--- config.mk ---
export PLATFORM = sky130hd
export DESIGN_NAME = fixed_capacity_list_engine
export DESIGN_NICKNAME = d
export VERILOG_FILES = /design/src/rtl/fcle_pkg.sv /design/src/rtl/fcle_cell.sv /design/src/rtl/fixed_capacity_list_engine.sv
export SDC_FILE = /design/constraint.sdc
export NUM_CORES = 1
export LEC_CHECK = 0
export ABC_CLOCK_PERIOD_IN_PS = 17450
export BUFFER_PORTS_ARGS = -buffer_cell sky130_fd_sc_hd__buf_2
export CAP_MARGIN = 40
export CELL_PAD_IN_SITES_DETAIL_PLACEMENT = 1
export CELL_PAD_IN_SITES_GLOBAL_PLACEMENT = 1
export CORE_AREA = 4 4 264 266
export CTS_CLUSTER_SIZE = 40
export DETAILED_ROUTE_END_ITERATION = 10
export DIE_AREA = 0 0 268 270
export GPL_TIMING_DRIVEN = 0
export PLACE_DENSITY_LB_ADDON = 0.1
export SYNTH_ARGS = -nofsm -noshare
export SYNTH_HDL_FRONTEND = slang
export SYNTH_SLANG_ARGS = --single-unit
export TNS_END_PERCENT = 10
--- constraint.sdc ---
create_clock -name i_clk -period 17.45 [get_ports i_clk]
set_input_delay 3.49 -clock i_clk [delete_from_list [all_inputs] [get_ports i_clk]]
set_output_delay 3.49 -clock i_clk [all_outputs]
set_load 0.03 [all_outputs]
--- src/rtl/fcle_pkg.sv ---
`default_nettype none

package fcle_pkg;

    localparam logic [1:0] OP_APPEND = 2'd0;
    localparam logic [1:0] OP_FIND   = 2'd1;
    localparam logic [1:0] OP_REMOVE = 2'd2;

    localparam logic [1:0] ST_OK        = 2'd0;
    localparam logic [1:0] ST_FULL      = 2'd1;
    localparam logic [1:0] ST_BAD_INDEX = 2'd2;
    localparam logic [1:0] ST_NOT_FOUND = 2'd3;

    localparam logic [4:0] CAP_RESET = 5'd5;

    localparam logic [2:0] REG_CAPACITY = 3'd0;

    typedef struct packed {
        logic append;
        logic remove;
        logic rotate;
    } t_cell_ctl;

endpackage

`default_nettype wire

--- src/rtl/fcle_cell.sv ---
`default_nettype none

module fcle_cell #(
    parameter int CELL_IDX = 0,
    parameter int CW       = 5
) (
    input  wire                    i_clk,
    input  wire fcle_pkg::t_cell_ctl i_ctl,
    input  wire [CW-1:0]           i_count,
    input  wire [3:0]              i_idx,
    input  wire [31:0]             i_value,
    input  wire [31:0]             i_next,
    input  wire [31:0]             i_head,
    output logic [31:0]            o_data
);

    logic [31:0] r_data;
    logic [31:0] n_data;
    logic        below_last;
    logic        is_last;
    logic        is_tail;

    assign below_last = (CELL_IDX + 1) < int'(i_count);
    assign is_last    = (CELL_IDX + 1) == int'(i_count);
    assign is_tail    = CELL_IDX == int'(i_count);

    always_comb begin
        n_data = r_data;
        if (i_ctl.append && is_tail) begin
            n_data = i_value;
        end else if (i_ctl.remove && below_last && (CELL_IDX >= int'(i_idx))) begin
            n_data = i_next;
        end else if (i_ctl.rotate) begin
            if (below_last) begin
                n_data = i_next;
            end else if (is_last) begin
                n_data = i_head;
            end
        end
    end

    always_ff @(posedge i_clk) begin
        r_data <= n_data;
    end

    assign o_data = r_data;

endmodule

`default_nettype wire

--- src/rtl/fixed_capacity_list_engine.sv ---
// Fixed-capacity list engine.
// Input stream (s_axis): one word per operation, tdata holds operation [1:0],
// value [33:2] (signed), index [37:34]. Output stream (m_axis): one word per
// operation, tdata holds status [1:0], found_index [5:2], entry_count [10:6].
// APB port: register capacity_limit at byte address 0, written by the user
// only while idle; the block does not enforce this. Entries live in a row of
// cells, one entry per cell. Append and remove load or shift the cells in one
// step, so the result is registered in the cycle after the word is taken. Find
// rotates the occupied cells through cell 0 one place per cycle and compares
// there; after count steps the list is back in order. A find on an empty list
// returns not found without rotating; a new word is taken once a find ends.
// Operation code 3 returns ok and leaves the list unchanged.
// Reset clears the entry count and sets capacity_limit to 5; cell contents
// are left as they are. When the receiver stalls, the result word holds in
// the output register; a new word is taken only when that register frees in
// the same cycle, and a finishing find holds its last step until then.
`default_nettype none

module fixed_capacity_list_engine #(
    parameter int MAX_ENTRIES = 16
) (
    input  wire         i_clk,
    input  wire         i_rst_n,
    input  wire         s_axis_tvalid,
    output logic        s_axis_tready,
    input  wire  [39:0] s_axis_tdata,   // operation, value, index
    output logic        m_axis_tvalid,
    input  wire         m_axis_tready,
    output logic [15:0] m_axis_tdata,   // status, found_index, entry_count
    input  wire         psel,
    input  wire         penable,
    input  wire         pwrite,
    input  wire  [2:0]  paddr,
    input  wire  [31:0] pwdata,
    output logic [31:0] prdata,
    output logic        pready
);

    localparam int CW = $clog2(MAX_ENTRIES + 1);
    localparam int SW = $clog2(MAX_ENTRIES);

    localparam logic S_IDLE = 1'b0;
    localparam logic S_FIND = 1'b1;

    logic          r_state;
    logic          n_state;
    logic [CW-1:0] r_count;
    logic [CW-1:0] n_count;
    logic [SW-1:0] r_step;
    logic [SW-1:0] n_step;
    logic          r_hit;
    logic          n_hit;
    logic [SW-1:0] r_found;
    logic [SW-1:0] n_found;
    logic [31:0]   r_value;
    logic [31:0]   n_value;
    logic [4:0]    r_cap;
    logic          r_out_valid;
    logic          n_out_valid;
    logic [10:0]   r_out;
    logic [10:0]   n_out;

    logic [1:0]    in_op;
    logic [31:0]   in_value;
    logic [3:0]    in_idx;
    logic          accept;
    logic          out_free;
    logic          full;
    logic          bad_idx;
    logic          match;
    logic          last;
    logic          advance;
    fcle_pkg::t_cell_ctl cell_ctl;
    logic [31:0]   cell_data [MAX_ENTRIES];

    assign in_op    = s_axis_tdata[1:0];
    assign in_value = s_axis_tdata[33:2];
    assign in_idx   = s_axis_tdata[37:34];

    assign out_free      = !r_out_valid || m_axis_tready;
    assign s_axis_tready = (r_state == S_IDLE) && out_free;
    assign accept        = s_axis_tvalid && s_axis_tready;

    assign full    = (int'(r_count) >= int'(r_cap)) || (r_count == CW'(MAX_ENTRIES));
    assign bad_idx = int'(in_idx) >= int'(r_count);
    assign match   = cell_data[0] == r_value;
    assign last    = CW'(r_step) == (r_count - CW'(1));
    assign advance = (r_state == S_FIND) && (!last || out_free);

    always_comb begin
        n_state     = r_state;
        n_count     = r_count;
        n_step      = r_step;
        n_hit       = r_hit;
        n_found     = r_found;
        n_value     = r_value;
        n_out_valid = r_out_valid && !m_axis_tready;
        n_out       = r_out;
        cell_ctl    = '0;
        if (accept) begin
            n_out_valid = 1'b1;
            n_out       = {5'(r_count), 4'd0, fcle_pkg::ST_OK};
            case (in_op)
                fcle_pkg::OP_APPEND: begin
                    if (full) begin
                        n_out[1:0] = fcle_pkg::ST_FULL;
                    end else begin
                        cell_ctl.append = 1'b1;
                        n_count         = r_count + CW'(1);
                        n_out[10:6]     = 5'(r_count + CW'(1));
                    end
                end
                fcle_pkg::OP_FIND: begin
                    if (r_count == '0) begin
                        n_out[1:0] = fcle_pkg::ST_NOT_FOUND;
                    end else begin
                        n_out_valid = 1'b0;
                        n_state     = S_FIND;
                        n_step      = '0;
                        n_hit       = 1'b0;
                        n_value     = in_value;
                    end
                end
                fcle_pkg::OP_REMOVE: begin
                    if (bad_idx) begin
                        n_out[1:0] = fcle_pkg::ST_BAD_INDEX;
                    end else begin
                        cell_ctl.remove = 1'b1;
                        n_count         = r_count - CW'(1);
                        n_out[10:6]     = 5'(r_count - CW'(1));
                    end
                end
                default: begin
                end
            endcase
        end else if (advance) begin
            cell_ctl.rotate = 1'b1;
            n_step          = r_step + SW'(1);
            if (match && !r_hit) begin
                n_hit   = 1'b1;
                n_found = r_step;
            end
            if (last) begin
                n_state     = S_IDLE;
                n_out_valid = 1'b1;
                if (r_hit) begin
                    n_out = {5'(r_count), 4'(r_found), fcle_pkg::ST_OK};
                end else if (match) begin
                    n_out = {5'(r_count), 4'(r_step), fcle_pkg::ST_OK};
                end else begin
                    n_out = {5'(r_count), 4'd0, fcle_pkg::ST_NOT_FOUND};
                end
            end
        end
    end

    always_ff @(posedge i_clk) begin
        if (!i_rst_n) begin
            r_state     <= S_IDLE;
            r_count     <= '0;
            r_out_valid <= 1'b0;
            r_cap       <= fcle_pkg::CAP_RESET;
        end else begin
            r_state     <= n_state;
            r_count     <= n_count;
            r_out_valid <= n_out_valid;
            if (psel && penable && pwrite && pready && (paddr[2] == fcle_pkg::REG_CAPACITY[0])) begin
                r_cap <= pwdata[4:0];
            end
        end
    end

    always_ff @(posedge i_clk) begin
        r_step  <= n_step;
        r_hit   <= n_hit;
        r_found <= n_found;
        r_value <= n_value;
        r_out   <= n_out;
    end

    genvar g;
    generate
        for (g = 0; g < MAX_ENTRIES; g++) begin : g_cell
            fcle_cell #(
                .CELL_IDX (g),
                .CW       (CW)
            ) u_cell (
                .i_clk   (i_clk),
                .i_ctl   (cell_ctl),
                .i_count (r_count),
                .i_idx   (in_idx),
                .i_value (in_value),
                .i_next  (cell_data[(g + 1 < MAX_ENTRIES) ? g + 1 : g]),
                .i_head  (cell_data[0]),
                .o_data  (cell_data[g])
            );
        end
    endgenerate

    assign m_axis_tvalid = r_out_valid;
    assign m_axis_tdata  = {5'd0, r_out};
    assign pready        = 1'b1;
    assign prdata        = (paddr[2] == fcle_pkg::REG_CAPACITY[0]) ? {27'd0, r_cap} : 32'd0;

endmodule

`default_nettype wire

[Yosys cells after proc, flatten, opt, wreduce, memory -nomap -nowiden]
Cells that the tools add are included.
Operators by class
  bitwise gates (word level): 4
  eq/ne operators: 25
  mux-type cells: 118
  reduce and logical (&&, ||, !) cells: 123
  add/sub/neg operators: 3
  $lt $le $gt $ge: 33
Operator list (count)
  two-way mux 32 bit: 79
  nonzero test 4 bit: 14
  logical AND 1 bit: 55
  nonzero test 3 bit: 16
  == test 5 bit (first input constant): 9
  less-than comparator 4 x 5 -> 1 bit (first input constant): 8
  AND reduction 2 bit: 17
  two-way mux 11 bit: 3
  == test 32 bit: 1
  >= comparator 4 bit (first input constant): 7
  two-way mux 1 bit: 22
  == test 4 x 5 -> 1 bit (first input constant): 4
  less-than comparator 3 x 5 -> 1 bit (first input constant): 4
  >= comparator 3 x 4 -> 1 bit (first input constant): 4
  two-way mux 4 bit: 4
  two-way mux 5 bit: 3
  two-way mux 6 bit: 2
  AND reduction 4 bit: 3
  == test 3 x 5 -> 1 bit (first input constant): 2
  zero test 5 bit: 2
  less-than comparator 2 x 5 -> 1 bit (first input constant): 2
  one-hot mux 5 bit (2 select lines): 1
  nonzero test 2 bit: 5
  AND reduction 3 bit: 3
  other kinds (22): 36
Storage, ports and cells
  logic and storage cells: 332
  bits in registers: 576
  output and inout bits: 51

[Depth between registers and ports, before layout]
  word-level depth: 10
  mapped depth: 13

[Hierarchy]
A second synthesis with hierarchy kept.
Unflattened totals
  cell total of the unflattened synthesis: 2479
  area total of the unflattened synthesis: 34160.3 um^2
By module, submodules not included
  fixed_capacity_list_engine: times used 1, seq. area each 1761.7 um^2, cells each 328, area each 3599.7 um^2
  fcle_cell at g_cell[11].u_cell: times used 1, seq. area each 960.9 um^2, cells each 194, area each 2102.0 um^2
  fcle_cell at g_cell[9].u_cell: times used 1, seq. area each 960.9 um^2, cells each 195, area each 2102.0 um^2
  fcle_cell at g_cell[12].u_cell: times used 1, seq. area each 960.9 um^2, cells each 112, area each 2072.0 um^2
  fcle_cell at g_cell[5].u_cell: times used 1, seq. area each 960.9 um^2, cells each 112, area each 2065.7 um^2
  fcle_cell at g_cell[15].u_cell: times used 1, seq. area each 960.9 um^2, cells each 109, area each 2001.9 um^2
  fcle_cell at g_cell[13].u_cell: times used 1, seq. area each 960.9 um^2, cells each 111, area each 1975.6 um^2
  fcle_cell at g_cell[14].u_cell: times used 1, seq. area each 960.9 um^2, cells each 111, area each 1930.6 um^2
  fcle_cell at g_cell[10].u_cell: times used 1, seq. area each 960.9 um^2, cells each 113, area each 1928.1 um^2
  fcle_cell at g_cell[4].u_cell: times used 1, seq. area each 960.9 um^2, cells each 110, area each 1924.3 um^2
  fcle_cell at g_cell[8].u_cell: times used 1, seq. area each 960.9 um^2, cells each 194, area each 1906.8 um^2
  fcle_cell at g_cell[3].u_cell: times used 1, seq. area each 960.9 um^2, cells each 195, area each 1825.5 um^2
  fcle_cell at g_cell[2].u_cell: times used 1, seq. area each 960.9 um^2, cells each 110, area each 1813.0 um^2
  fcle_cell at g_cell[6].u_cell: times used 1, seq. area each 960.9 um^2, cells each 110, area each 1788.0 um^2
  3 more rows

[Worst setup path before layout]
No wires, ideal clock.
  path kind: input to register
  from: in m_axis_tready
  to: reg g_cell[9].u_cell.r_data[0] (enable)
  data arrival time: 8.380 ns
  library setup time: 0.533 ns
  data required time: 16.917 ns
  stages: 7
  slack: 8.536 ns
  buffers on the path: 1
  cells stage by stage: nand2b_1 -> and2_1 -> clkbuf_1 -> clkinv_1 -> nor2_1 -> nand2_1 -> o311ai_0
On the way
  longest elaborated chain between the ends: 8
RTL lines
  start, declared: RTL line fixed_capacity_list_engine.sv:28  | input wire m_axis_tready,
  logical OR 1 bit *: RTL line fixed_capacity_list_engine.sv:80  | assign out_free = !r_out_valid || m_axis_tready;
  logical AND 1 bit: RTL line fixed_capacity_list_engine.sv:81  | assign s_axis_tready = (r_state == S_IDLE) && out_free;
  logical AND 1 bit: RTL line fixed_capacity_list_engine.sv:82  | assign accept = s_axis_tvalid && s_axis_tready;
  two-way mux 2 bit: RTL line fixed_capacity_list_engine.sv:100  | if (accept) begin
  logical AND 1 bit (2 in series): RTL line fcle_cell.sv:31  | end else if (i_ctl.remove && below_last && (CELL_IDX >= int'(i_idx))) begin
  nonzero test 4 bit (no source line) or nonzero test 3 bit (tied branches)
  AND reduction 2 bit (no source line) *
  end signal, assigned: RTL line fcle_cell.sv:43  | r_data <= n_data;
  end, declared: RTL line fcle_cell.sv:17  | logic [31:0] r_data;
Every way passes the cells marked *; elsewhere a longest branch is shown, timed or not.
A chain may end at the register's enable or synchronous reset.

[Worst setup path in the final report]
  from: in m_axis_tready
  to: out s_axis_tready
On the way
  longest elaborated chain between the ends: 2
RTL lines
  logical OR 1 bit: RTL line fixed_capacity_list_engine.sv:80
  logical AND 1 bit: RTL line fixed_capacity_list_engine.sv:81
  end, declared: RTL line fixed_capacity_list_engine.sv:25  | output logic s_axis_tready,
Every way passes these cells.

==> run metrics <==
status=completed; final worst-path cycle share=0.432; Mapped Avg Cell Area=between 10 and 15 µm²; placed insts=3623; async set-reset flop share out of synthesis=0; DR iter-0 viols=between 1500 and 2000; Rel. slew slack=0.296; Final setup viols=0; setup tns final=0 ns; CTS Hold Buffers Added=0; Hold Vio Cnt, Final=0; Mapped Cells=around 2600; Die Wd=approximately 270 µm; CP Max Fanout=3; post-route design area=around 0.034 mm²; Comb power frac=0.132; Setup crit end kind=output port; max frequency=around 0.13 GHz; initial antenna violation count=2; switching power=roughly 0.0009 W; die area=0.0724 mm²; Clock transition at path regs=~0.060 ns; internal power=approximately 0.0025 W; vias in the first global route=around 22000; share of cells above drive strength 1=0.138; synthesized area=0.0300 mm²; IO Pins=around 130; Area Overhead vs Synth=14.2%; DRC viols=0; most common cell after layout, fill and taps aside=edfxtp_1; CTS sink cnt=approximately 580; Starting Density=0.447; ys flop type=edfxtp_1; CTS Buffer Depth=3; core region area=0.0670 mm²; largest net degree at the start of global routing=30; Layout Skew=roughly 0.016 ns; global-route wire length before repair=143000 µm; non-filler cells, final=around 3700; VDD IR-drop max=approximately 0.058 mV; sw frac=0.258; CP required=13.96 ns; largest area contributor in the netlist=edfxtp_1; crit path time final=between 7 and 8 ns; drt pass-1 iters=5; hpwl dp=73200 µm; port bufs=66; routed vias/inst=5.76; Post-synth EDFFs=560; Reg power frac=0.465; ANT nets after route=0; CP Launch Type=primary input; Final Core Density=0.511; Wirelength per Cell=~25 µm; sequential share of the synthesized area=0.571; CTS tree=built; area fraction of the dominant cell type after synthesis=0.561; most frequent cells in the layout=edfxtp_1, mux2i_1, nor2_1, a21oi_1, clkbuf_1; Slew @ Worst Pin=roughly 1.1 ns; Leak=~14 nW; Die H=270 µm; Cell Area, Placed=0.0322 mm²; Core Rows=95; H-tree depth=3; HP Class=reg2reg; pwr dens=approximately 99 mW/mm²; Final GP Congestion=around 0.9; Crit Path Category=in2out; Final nets=2917; number of synthesized register bits=roughly 580; synth unique cells=66; MaxCap Viol Count=0; Overall Power=0.00339 W; Post-CTS Resized=0; Inserted Clock Buffers=66; RSZ-0062 raised after global routing=no; Synthesis Warnings=0; Post-Route WL=95400 µm; Clk pwr share=0.403; clk root buf=clkbuf_16; global-route usage over all layers=0.260; Remaining Overflow, GRT=0; top post-synthesis cells by area=edfxtp_1, mux2i_1, a21oi_1; post-CTS setup buffers=0; Slew Viols, Final=0; Critical Path AT=around 4.0 ns; clk_lat worst skew=around 0.60 ns; total number of vias=21552
[Yosys cell counts, types with 7 or more instances]
master,n
edfxtp_1,560
mux2i_1,452
nor2_1,396
a21oi_1,374
clkbuf_1,152
nand2_1,127
o21ai_0,121
mux2_2,51
buf_4,38
buf_2,36
xor2_1,36
buf_1,31
buf_6,31
ha_1,17
inv_1,17
dfxtp_1,16
nand3_1,13
nor2b_1,13
mux2_4,10
nor4_1,8
o211ai_1,7
[state kept, by name, summed over array words and instances (netlist names), 4 cells and up]
name	flops
r_out	11
r_count	5
r_found	4
r_cap	5
g_cell.u_cell.o_data	512
r_step	4
r_value	32
[cell families after synthesis]
logic type / Yosys count / share of synthesized area
flops: 576 / 0.571
other cells: 2 / 0.000250
simple gates: 595 / 0.0808
xor+xnor: 40 / 0.0117
compound gates: 550 / 0.0971
mux: 516 / 0.176
fa+ha+maj: 17 / 0.00709
buf+inv: 316 / 0.0554
[stage by stage]
stage / hold slack [ns] / worst slack, ns
2_1_floorplan: 0.424 / 8.54
3_3_place_gp: 0.428 / 5.13
3_5_place_dp: 0.450 / 9.91
4_1_cts: 0.470 / 9.90
5_1_grt: 0.497 / 9.88
6_report: 0.478 / 9.92
[worst max-delay path, cell delays in order]
cell	delay, ns
buf_2	0.10
nor2b_1	0.21
nor2_1	0.06
buf_2	0.18
[final timing paths]
check,from,endpoint,slack [ns],depth (start not counted)
worst max-delay path,m_axis_tready,s_axis_tready,9.92,4
worst min-delay path,r_step[2]$_SDFFCE_PP0P_,r_found[2]$_DFFE_PP_,0.48,0
worst max register to register,r_count[1]$_SDFFE_PN0P_,g_cell[9].u_cell.o_data[20]$_DFFE_PP_,12.21,14
worst min register to register,r_step[2]$_SDFFCE_PP0P_,r_found[2]$_DFFE_PP_,0.48,0
[final cells by class]
type / instances / area, µm²
timing repair buffer: 107 / 816
sequential: 576 / 17100
buffer: 295 / 1580
tap: 873 / 1090
clock buffer: 81 / 1780
inverter: 21 / 78.8
antenna: 2 / 5.00
clock inverter: 35 / 304
fill: 7067 / 32800
multi-input combinational: 1751 / 11400
[per-layer routing]
layer  part of all wire  track usage
met3              0.061       0.0409
met1               0.45        0.376
met2               0.46        0.413
met4              0.023       0.0650
met5                  0            0
[power groups by stage]
stage          logic [W]  registers (W)  clock network, W
2_1_floorplan   0.000286        0.00161                 0
4_1_cts         0.000442        0.00158           0.00139
3_5_place_dp    0.000437        0.00161                 0
6_report        0.000448        0.00158           0.00137
3_3_place_gp    0.000405        0.00161                 0
5_1_grt         0.000480        0.00158           0.00145
Note: power is estimated with default switching activity, not from simulation.
